File: src/rtl/bps_pkg.sv
// shared types and codes for the breakpoint slot table
package bps_pkg;

    // request function codes as they arrive on the func port
    localparam logic [1:0] FUNC_INSERT     = 2'd0;
    localparam logic [1:0] FUNC_REMOVE     = 2'd1;
    localparam logic [1:0] FUNC_ACTIVATE   = 2'd2;
    localparam logic [1:0] FUNC_DEACTIVATE = 2'd3;

    // slot states
    localparam logic [1:0] SLOT_UNDEF   = 2'd0;
    localparam logic [1:0] SLOT_SET     = 2'd1;
    localparam logic [1:0] SLOT_ACTIVE  = 2'd2;
    localparam logic [1:0] SLOT_REMOVED = 2'd3;

    // result status codes
    localparam logic [1:0] STATUS_OK        = 2'd0;
    localparam logic [1:0] STATUS_UNABLE    = 2'd1;
    localparam logic [1:0] STATUS_NOT_FOUND = 2'd2;
    localparam logic [1:0] STATUS_KIND      = 2'd3;

    // patch actions
    localparam logic [1:0] ACT_NONE    = 2'd0;
    localparam logic [1:0] ACT_INSTALL = 2'd1;
    localparam logic [1:0] ACT_RESTORE = 2'd2;

    // classified operation handed from front to back
    typedef enum logic [2:0] {
        OP_INSERT,
        OP_REMOVE,
        OP_REJECT,
        OP_ACTIVATE,
        OP_DEACTIVATE
    } op_t;

    typedef struct packed {
        op_t         op;
        logic [31:0] address;
    } cmd_t;

endpackage

File: src/rtl/bps_front.sv
// request intake: classifies each request and queues it for the back end
module bps_front
    import bps_pkg::*;
(
    input  logic        clk,
    input  logic        rst_n,
    input  logic        start,
    input  logic [1:0]  func,
    input  logic [31:0] address,
    input  logic        kind,
    output logic        busy,
    output logic        q_valid,
    output cmd_t        q_cmd,
    input  logic        q_pop
);

    cmd_t       entry_reg [2];
    logic       wr_ptr_reg;
    logic       wr_ptr_next;
    logic       rd_ptr_reg;
    logic       rd_ptr_next;
    logic [1:0] count_reg;
    logic [1:0] count_next;
    logic       push;
    logic       pop;
    cmd_t       new_cmd;

    always_comb
    begin
        new_cmd.address = address;
        unique case (func)
            FUNC_INSERT:     new_cmd.op = OP_INSERT;
            FUNC_REMOVE:     new_cmd.op = kind ? OP_REJECT : OP_REMOVE;
            FUNC_ACTIVATE:   new_cmd.op = OP_ACTIVATE;
            FUNC_DEACTIVATE: new_cmd.op = OP_DEACTIVATE;
            default:         new_cmd.op = OP_INSERT;
        endcase
    end

    assign busy    = (count_reg == 2'd2);
    assign q_valid = (count_reg != 2'd0);
    assign q_cmd   = entry_reg[rd_ptr_reg];
    assign push    = start && !busy;
    assign pop     = q_pop && q_valid;

    always_comb
    begin
        wr_ptr_next = push ? ~wr_ptr_reg : wr_ptr_reg;
        rd_ptr_next = pop ? ~rd_ptr_reg : rd_ptr_reg;
        count_next  = count_reg;
        if (push && !pop)
        begin
            count_next = count_reg + 2'd1;
        end
        else if (pop && !push)
        begin
            count_next = count_reg - 2'd1;
        end
    end

    always_ff @(posedge clk or negedge rst_n)
    begin
        if (!rst_n)
        begin
            wr_ptr_reg <= 1'b0;
            rd_ptr_reg <= 1'b0;
            count_reg  <= 2'd0;
        end
        else
        begin
            wr_ptr_reg <= wr_ptr_next;
            rd_ptr_reg <= rd_ptr_next;
            count_reg  <= count_next;
        end
    end

    always_ff @(posedge clk)
    begin
        if (push)
        begin
            entry_reg[wr_ptr_reg] <= new_cmd;
        end
    end

endmodule

File: src/rtl/bps_back.sv
// execution engine: scans the slot table and emits results; a remove of the wrong kind is answered without a scan
module bps_back
    import bps_pkg::*;
#(
    parameter int NUM_SLOTS = 16
)
(
    input  logic        clk,
    input  logic        rst_n,
    input  logic        q_valid,
    input  cmd_t        q_cmd,
    output logic        q_pop,
    output logic        done,
    output logic [1:0]  status,
    output logic [3:0]  slot,
    output logic [31:0] patch_address,
    output logic [1:0]  patch_action,
    output logic        last
);

    localparam int IW = (NUM_SLOTS > 1) ? $clog2(NUM_SLOTS) : 1;
    localparam int CW = $clog2(NUM_SLOTS + 1);
    localparam logic [CW-1:0] LAST_CNT = CW'(NUM_SLOTS);

    typedef enum logic [1:0] {
        S_IDLE,
        S_SCAN,
        S_FINISH
    } fsm_t;

    fsm_t          state_reg;
    op_t           op_reg;
    logic [31:0]   addr_reg;
    logic [CW-1:0] cnt_reg;
    logic          s1_valid_reg;
    logic [IW-1:0] s1_idx_reg;
    logic [1:0]    slot_state_reg [NUM_SLOTS];
    logic          set_found_reg;
    logic [IW-1:0] set_idx_reg;
    logic          rem_found_reg;
    logic [IW-1:0] rem_idx_reg;
    logic          und_found_reg;
    logic [IW-1:0] und_idx_reg;

    logic          done_reg;
    logic [1:0]    status_reg;
    logic [3:0]    slot_reg;
    logic [31:0]   patch_address_reg;
    logic [1:0]    patch_action_reg;
    logic          last_reg;

    logic [31:0]   mem [NUM_SLOTS];
    logic [31:0]   rd_data_reg;

    logic          rd_en;
    logic [IW-1:0] rd_idx;
    logic          mem_we;
    logic [IW-1:0] ins_idx;
    logic          ins_ok;
    logic [1:0]    s1_state;
    logic          s1_hit;
    logic          walking;
    logic          walk_hit;
    logic [1:0]    walk_from;
    logic [1:0]    walk_to;
    logic [1:0]    walk_action;
    logic [1:0]    fin_status;
    logic [3:0]    fin_slot;

    assign q_pop    = (state_reg == S_IDLE) && q_valid;
    assign rd_en    = (state_reg == S_SCAN) && (cnt_reg < LAST_CNT);
    assign rd_idx   = cnt_reg[IW-1:0];
    assign s1_state = slot_state_reg[s1_idx_reg];
    assign s1_hit   = (s1_state == SLOT_SET) && (rd_data_reg == addr_reg);
    assign walking  = (op_reg == OP_ACTIVATE) || (op_reg == OP_DEACTIVATE);
    assign walk_hit = s1_valid_reg && walking && (s1_state == walk_from);
    assign ins_idx  = rem_found_reg ? rem_idx_reg : und_idx_reg;
    assign ins_ok   = !set_found_reg && (rem_found_reg || und_found_reg);
    assign mem_we   = (state_reg == S_FINISH) && (op_reg == OP_INSERT) && ins_ok;

    always_comb
    begin
        if (op_reg == OP_ACTIVATE)
        begin
            walk_from   = SLOT_SET;
            walk_to     = SLOT_ACTIVE;
            walk_action = ACT_INSTALL;
        end
        else
        begin
            walk_from   = SLOT_ACTIVE;
            walk_to     = SLOT_SET;
            walk_action = ACT_RESTORE;
        end
    end

    // closing result of insert, remove and the walks
    always_comb
    begin
        fin_status = STATUS_OK;
        fin_slot   = '0;
        if (op_reg == OP_INSERT)
        begin
            if (ins_ok)
            begin
                fin_slot = 4'(ins_idx);
            end
            else
            begin
                fin_status = STATUS_UNABLE;
            end
        end
        else if (op_reg == OP_REMOVE)
        begin
            if (set_found_reg)
            begin
                fin_slot = 4'(set_idx_reg);
            end
            else
            begin
                fin_status = STATUS_NOT_FOUND;
            end
        end
    end

    always_ff @(posedge clk or negedge rst_n)
    begin
        if (!rst_n)
        begin
            state_reg         <= S_IDLE;
            op_reg            <= OP_INSERT;
            addr_reg          <= '0;
            cnt_reg           <= '0;
            s1_valid_reg      <= 1'b0;
            s1_idx_reg        <= '0;
            set_found_reg     <= 1'b0;
            set_idx_reg       <= '0;
            rem_found_reg     <= 1'b0;
            rem_idx_reg       <= '0;
            und_found_reg     <= 1'b0;
            und_idx_reg       <= '0;
            done_reg          <= 1'b0;
            status_reg        <= STATUS_OK;
            slot_reg          <= '0;
            patch_address_reg <= '0;
            patch_action_reg  <= ACT_NONE;
            last_reg          <= 1'b0;
            for (int i = 0; i < NUM_SLOTS; i++)
            begin
                slot_state_reg[i] <= SLOT_UNDEF;
            end
        end
        else
        begin
            unique case (state_reg)
                S_IDLE:
                begin
                    if (q_valid)
                    begin
                        op_reg        <= q_cmd.op;
                        addr_reg      <= q_cmd.address;
                        cnt_reg       <= '0;
                        s1_valid_reg  <= 1'b0;
                        set_found_reg <= 1'b0;
                        rem_found_reg <= 1'b0;
                        und_found_reg <= 1'b0;
                        if (q_cmd.op == OP_REJECT)
                        begin
                            // wrong breakpoint kind: answer at once, table untouched
                            done_reg          <= 1'b1;
                            status_reg        <= STATUS_KIND;
                            slot_reg          <= '0;
                            patch_address_reg <= '0;
                            patch_action_reg  <= ACT_NONE;
                            last_reg          <= 1'b1;
                        end
                        else
                        begin
                            done_reg  <= 1'b0;
                            state_reg <= S_SCAN;
                        end
                    end
                    else
                    begin
                        done_reg <= 1'b0;
                    end
                end
                S_SCAN:
                begin
                    if (rd_en)
                    begin
                        s1_valid_reg <= 1'b1;
                        s1_idx_reg   <= rd_idx;
                        cnt_reg      <= cnt_reg + CW'(1);
                    end
                    else
                    begin
                        s1_valid_reg <= 1'b0;
                        if (!s1_valid_reg)
                        begin
                            state_reg <= S_FINISH;
                        end
                    end
                    done_reg <= walk_hit;
                    if (walk_hit)
                    begin
                        slot_state_reg[s1_idx_reg] <= walk_to;
                        status_reg        <= STATUS_OK;
                        slot_reg          <= 4'(s1_idx_reg);
                        patch_address_reg <= rd_data_reg;
                        patch_action_reg  <= walk_action;
                        last_reg          <= 1'b0;
                    end
                    if (s1_valid_reg && !walking)
                    begin
                        // keep only the lowest slot of each kind
                        if (s1_hit && !set_found_reg)
                        begin
                            set_found_reg <= 1'b1;
                            set_idx_reg   <= s1_idx_reg;
                        end
                        if (s1_state == SLOT_REMOVED && !rem_found_reg)
                        begin
                            rem_found_reg <= 1'b1;
                            rem_idx_reg   <= s1_idx_reg;
                        end
                        if (s1_state == SLOT_UNDEF && !und_found_reg)
                        begin
                            und_found_reg <= 1'b1;
                            und_idx_reg   <= s1_idx_reg;
                        end
                    end
                end
                S_FINISH:
                begin
                    state_reg         <= S_IDLE;
                    done_reg          <= 1'b1;
                    last_reg          <= 1'b1;
                    patch_address_reg <= '0;
                    patch_action_reg  <= ACT_NONE;
                    status_reg        <= fin_status;
                    slot_reg          <= fin_slot;
                    if (op_reg == OP_INSERT && ins_ok)
                    begin
                        slot_state_reg[ins_idx] <= SLOT_SET;
                    end
                    else if (op_reg == OP_REMOVE && set_found_reg)
                    begin
                        slot_state_reg[set_idx_reg] <= SLOT_REMOVED;
                    end
                end
                default:
                begin
                    state_reg <= S_IDLE;
                    done_reg  <= 1'b0;
                end
            endcase
        end
    end

    // address store, one write and one registered read per cycle
    always_ff @(posedge clk)
    begin
        if (mem_we)
        begin
            mem[ins_idx] <= addr_reg;
        end
        if (rd_en)
        begin
            rd_data_reg <= mem[rd_idx];
        end
    end

    assign done          = done_reg;
    assign status        = status_reg;
    assign slot          = slot_reg;
    assign patch_address = patch_address_reg;
    assign patch_action  = patch_action_reg;
    assign last          = last_reg;

    a_finish_one_cycle: assert property (@(posedge clk) disable iff (!rst_n)
        state_reg == S_FINISH |=> state_reg == S_IDLE)
        else $error("finish state held longer than one cycle");

    a_cnt_range: assert property (@(posedge clk) disable iff (!rst_n)
        cnt_reg <= LAST_CNT)
        else $error("scan counter beyond table");

    a_patch_not_last: assert property (@(posedge clk) disable iff (!rst_n)
        done_reg && !last_reg |-> patch_action_reg != ACT_NONE)
        else $error("intermediate result without patch action");

    a_last_no_patch: assert property (@(posedge clk) disable iff (!rst_n)
        done_reg && last_reg |-> patch_action_reg == ACT_NONE && patch_address_reg == '0)
        else $error("closing result carries a patch");

    a_pop_idle: assert property (@(posedge clk) disable iff (!rst_n)
        q_pop |=> state_reg == S_SCAN || (done_reg && status_reg == STATUS_KIND))
        else $error("popped request neither scanned nor rejected");

endmodule

File: src/rtl/breakpoint_slot_table_core.sv
// top level of the breakpoint slot table
//
// one request channel: func, address and kind are taken at a rising edge with
// start high and busy low. func selects insert, remove, activate all or
// deactivate all; kind only matters for remove.
// results come out one per cycle, each marked by done for exactly one cycle,
// and last is high on the final result of a request. the receiver cannot
// stall, so results are never held back.
// a two-entry queue sits between the intake and the scan engine, so busy only
// rises when two requests wait behind the one being worked on.
// every request except a rejected remove scans the whole table, one slot per
// cycle through the single read port of the address store. a remove with the
// wrong kind is answered the cycle after it leaves the queue.
// a scanning request holds the engine through its scan and finish states before
// the next request can leave the queue; a rejected remove leaves the engine idle,
// ready for the next request.
// activate and deactivate emit one result per patched slot during the scan,
// then one closing result.
// reset clears all slots to undefined and empties the queue; no clearing pass
// is needed since slot addresses are only used for claimed slots.
module breakpoint_slot_table_core
    import bps_pkg::*;
#(
    parameter int NUM_SLOTS = 16
)
(
    input  logic        clk,
    input  logic        rst_n,
    input  logic        start,
    output logic        busy,
    input  logic [1:0]  func,
    input  logic [31:0] address,
    input  logic        kind,
    output logic        done,
    output logic [1:0]  status,
    output logic [3:0]  slot,
    output logic [31:0] patch_address,
    output logic [1:0]  patch_action,
    output logic        last
);

    logic q_valid;
    logic q_pop;
    cmd_t q_cmd;

    bps_front u_front (
        .clk     (clk),
        .rst_n   (rst_n),
        .start   (start),
        .func    (func),
        .address (address),
        .kind    (kind),
        .busy    (busy),
        .q_valid (q_valid),
        .q_cmd   (q_cmd),
        .q_pop   (q_pop)
    );

    bps_back #(
        .NUM_SLOTS (NUM_SLOTS)
    ) u_back (
        .clk           (clk),
        .rst_n         (rst_n),
        .q_valid       (q_valid),
        .q_cmd         (q_cmd),
        .q_pop         (q_pop),
        .done          (done),
        .status        (status),
        .slot          (slot),
        .patch_address (patch_address),
        .patch_action  (patch_action),
        .last          (last)
    );

endmodule

File: config.mk
export PLATFORM = sky130hd
export DESIGN_NAME = breakpoint_slot_table_core
export DESIGN_NICKNAME = d
export VERILOG_FILES = /design/src/rtl/bps_pkg.sv /design/src/rtl/bps_front.sv /design/src/rtl/bps_back.sv /design/src/rtl/breakpoint_slot_table_core.sv
export SDC_FILE = /design/constraint.sdc
export NUM_CORES = 1
export LEC_CHECK = 0
export BUFFER_PORTS_ARGS = -buffer_cell sky130_fd_sc_hd__clkbuf_2
export CAP_MARGIN = 20
export CORE_ASPECT_RATIO = 0.5
export CORE_MARGIN = 2
export CORE_UTILIZATION = 62
export DETAILED_ROUTE_END_ITERATION = 12
export PLACE_DENSITY_LB_ADDON = 0.3
export SYNTH_ARGS = -nofsm -noshare
export SYNTH_HDL_FRONTEND = slang
export SYNTH_SLANG_ARGS = --single-unit
File: constraint.sdc
create_clock -name clk -period 3.9 [get_ports clk]
set_input_delay 0.39 -clock clk [delete_from_list [all_inputs] [get_ports clk]]
set_output_delay 0.39 -clock clk [all_outputs]
set_load 0.01 [all_outputs]
==> results.sh <==
export IMPL_antenna_found_initial=2
export IMPL_grt_start_max_net_pins=91
export IMPL_min_period_ns=3.537
export IMPL_fin_crit_sh_pct=90.70
export IMPL_status="finished clean"
export IMPL_routedWlPerCell_um=29.84
export IMPL_grt_pass1_wl_um=113400
export IMPL_hp_class="primary input to flop"
export IMPL_synth_area_leaders="edfxtp_1, mux4_2, dfrtp_1"
export IMPL_clk_pin_slew_ns=0.07
export IMPL_portBuffers=80
export IMPL_synthDistinctLibCells=67
export IMPL_grt_met1_usage_pct=43.31
export IMPL_nFillCells=2896
export IMPL_leakagePower_nw=11.65
export IMPL_start_kind="flop"
export IMPL_die_h_um=160.8
export IMPL_initialDrtViolationCount=2499
export IMPL_largest_register_ffs=512
export IMPL_clockBufferDepth=3
export IMPL_gp_congestion=0.8839
export IMPL_synth_edf_count=614
export IMPL_grt_ovfl_total=0
export IMPL_ant_nets=0
export IMPL_setup_slack_ns=0.3627
export IMPL_ys_ff_latch=754
export IMPL_areaGrowthSynthToFinish_pct=12.56
export IMPL_power_density_mw_per_mm2=734.1
export IMPL_clock_sinks=754
export IMPL_dpl_cell_area_mm2=0.03203
export IMPL_fin_nets=1914
export IMPL_syn_nets=1794
export IMPL_synth_most_common_cell="edfxtp_1"
export IMPL_synth_ff_type="edfxtp_1"
export IMPL_cts_root_buf="clkbuf_16"
export IMPL_syn_avg_cell_area_um2=17.42
export IMPL_slew_limit_headroom_pct=36.74
export IMPL_viasPerCell=6.909
export IMPL_die_x_um=317.6
export IMPL_die_area_mm2=0.05107
export IMPL_clock_latency_ns=0.64
export IMPL_final_util_pct=70.66
export IMPL_synthTopCellsByCount="edfxtp_1, mux4_2, dfrtp_1, o21ai_0"
export IMPL_multi_input_area_mm2=0.008105
export IMPL_hold_viol_final=0
export IMPL_tightest_slew_ns=0.9489
export IMPL_holdWs_ns=0.1462
export IMPL_cp_arrival_ns=4.03
export IMPL_async_flop_share_pct=18.57
export IMPL_start_util_pct=62.78
export IMPL_tritoncts="built"
export IMPL_cp_end_kind="flop"
export IMPL_vdd_drop_max_uv=542.6
export IMPL_crit_fanout=32
export IMPL_core_area_mm2=0.04857
export IMPL_drive_gt1_share_pct=24.10
export IMPL_synth_area_leader_cell="edfxtp_1"
export IMPL_vias=17760
export IMPL_maxCapViolCount=0
export IMPL_cp_required_ns=4.39
export IMPL_h_tree_depth=2
export IMPL_drc=0
export IMPL_grt_pass1_vias=17610
export IMPL_rows=57
export IMPL_grtUsageMet2_pct=48.63
export IMPL_dp_final_hpwl_um=41810
export IMPL_diodes=0
export IMPL_clock_fmax_mhz=282.7
export IMPL_regArea_mm2=0.02195
export IMPL_fin_worst_skew_ns=0.03777
export IMPL_syn_inst=1750
export IMPL_final_setup_viol_count=0
export IMPL_cts_buffers=60
export IMPL_yosysSeqAreaShare_pct=71.96
export IMPL_dr_pass1_iters=5
export IMPL_pre_cts_slack_ns=0.4273
export IMPL_use_met3_pct=6.835
export IMPL_yosysWarnings=0
export IMPL_io_pins=81
export IMPL_crit_type="flop to flop"
export IMPL_stdcell_area_mm2=0.03432
export IMPL_tns_ns=0
export IMPL_track_usage_pct=30.43
export IMPL_netlist_area_mm2=0.03049
export IMPL_slew_viol_final=0
export IMPL_synth_top_cell_area_share_pct=60.47
export IMPL_grt_busiest_layer="met2"
export IMPL_rsz0062_at_grt="false"
export IMPL_routed_wl_um=76690
-- area by class of cell --
class	instances	area share [%]
Multi-Input combinational cell	857	23.62
Inverter	26	0.2844
Timing Repair Buffer	171	4.109
Clock inverter	31	0.8057
Tap cell	649	2.366
Clock buffer	82	4.853
Sequential cell	754	63.97
-- logic make-up after synthesis --
kind of cell / after synthesis / share of synthesized area, %
XOR/XNOR: 36 / 1.034
buffers and inverters: 139 / 1.838
flip-flops: 754 / 71.96
AO/OA/AOI/OAI: 234 / 4.756
multiplexers: 231 / 14.46
adder cells (fa/ha/maj): 6 / 0.2462
AND/OR/NAND/NOR: 350 / 5.704
-- report_power, final --
part,switching [mW],internal (mW),leakage [nW],total (mW)
Clock,2.91,3.16,0.938,6.06
Combinational,3.93,3.03,3.37,6.96
Sequential,1.66,10.5,7.34,12.2
-- per-layer routing --
metal	wire length, µm	part of all wire [%]	vias up
met5	21	0.027	-
met4	2185	2.8	4
met3	8656	11	156
met2	36760	48	1252
met1	29070	38	9136
li1	-	-	7209
-- worst paths after layout --
check	cells past startpoint	startpoint	to	slack, ns
setup / recovery	8	u_back.s1_idx_reg[0]	u_back.slot_state_reg[10]	0.36
hold / removal	2	func[1]	u_front.entry_reg[1][34]	0.15
setup reg to reg	8	u_back.s1_idx_reg[0]	u_back.slot_state_reg[10]	0.36
hold reg to reg	1	u_front.count_reg[1]	u_front.count_reg[1]	0.50
max in group asynchronous	3	rst_n	u_back.addr_reg[17]	2.44
min in group asynchronous	2	rst_n	u_back.slot_state_reg[21]	0.45
-- critical path, cell delays in order (launching register included) --
cell and delay (ns):
dfrtp_1 0.81, buf_4 0.30, mux2i_1 0.09, mux4_2 0.54
nor2_1 0.18, a311o_1 0.22, a31o_2 0.66, and2_4 0.29
mux2_1 0.33
-- through the flow --
step	total power, mW	instances
global route	26.11	2570
finish	25.19	2570
floorplan	16.43	1750
global placement	18.76	2423
detailed placement	19.01	2423
CTS	25.11	2569
-- placed cells by master (no fill, tap or decap), types with 7 or more instances in the layout --
cell type	netlist	routed
a21oi_1	43	43
a311oi_1	8	8
a31oi_1	28	28
buf_12	0	19
buf_4	0	39
clkbuf_1	79	15
clkbuf_16	0	61
clkbuf_2	0	79
clkinv_1	0	9
clkinv_2	0	14
dfrtp_1	140	135
dlygate4sd3_1	0	33
edfxtp_1	614	614
inv_1	26	20
mux2_2	20	20
mux2i_1	41	41
mux4_2	165	165
nand2_1	97	97
nand2b_1	13	13
nand3_1	97	97
nand3b_1	7	7
nand4_1	43	43
nor2_1	45	30
nor2_4	0	13
nor2b_1	10	10
nor3_1	7	7
o21ai_0	103	103
xnor2_1	33	33
-- what timing repair did --
| item | in CTS | in global routing |
|---|---|---|
| endpoints found under the hold margin | 152 | 0 |
| hold buffers | 33 | 0 |
| resized for setup | 0 | 0 |
| buffers inserted | 0 | 0 |
(Power assumes the default switching activity.)
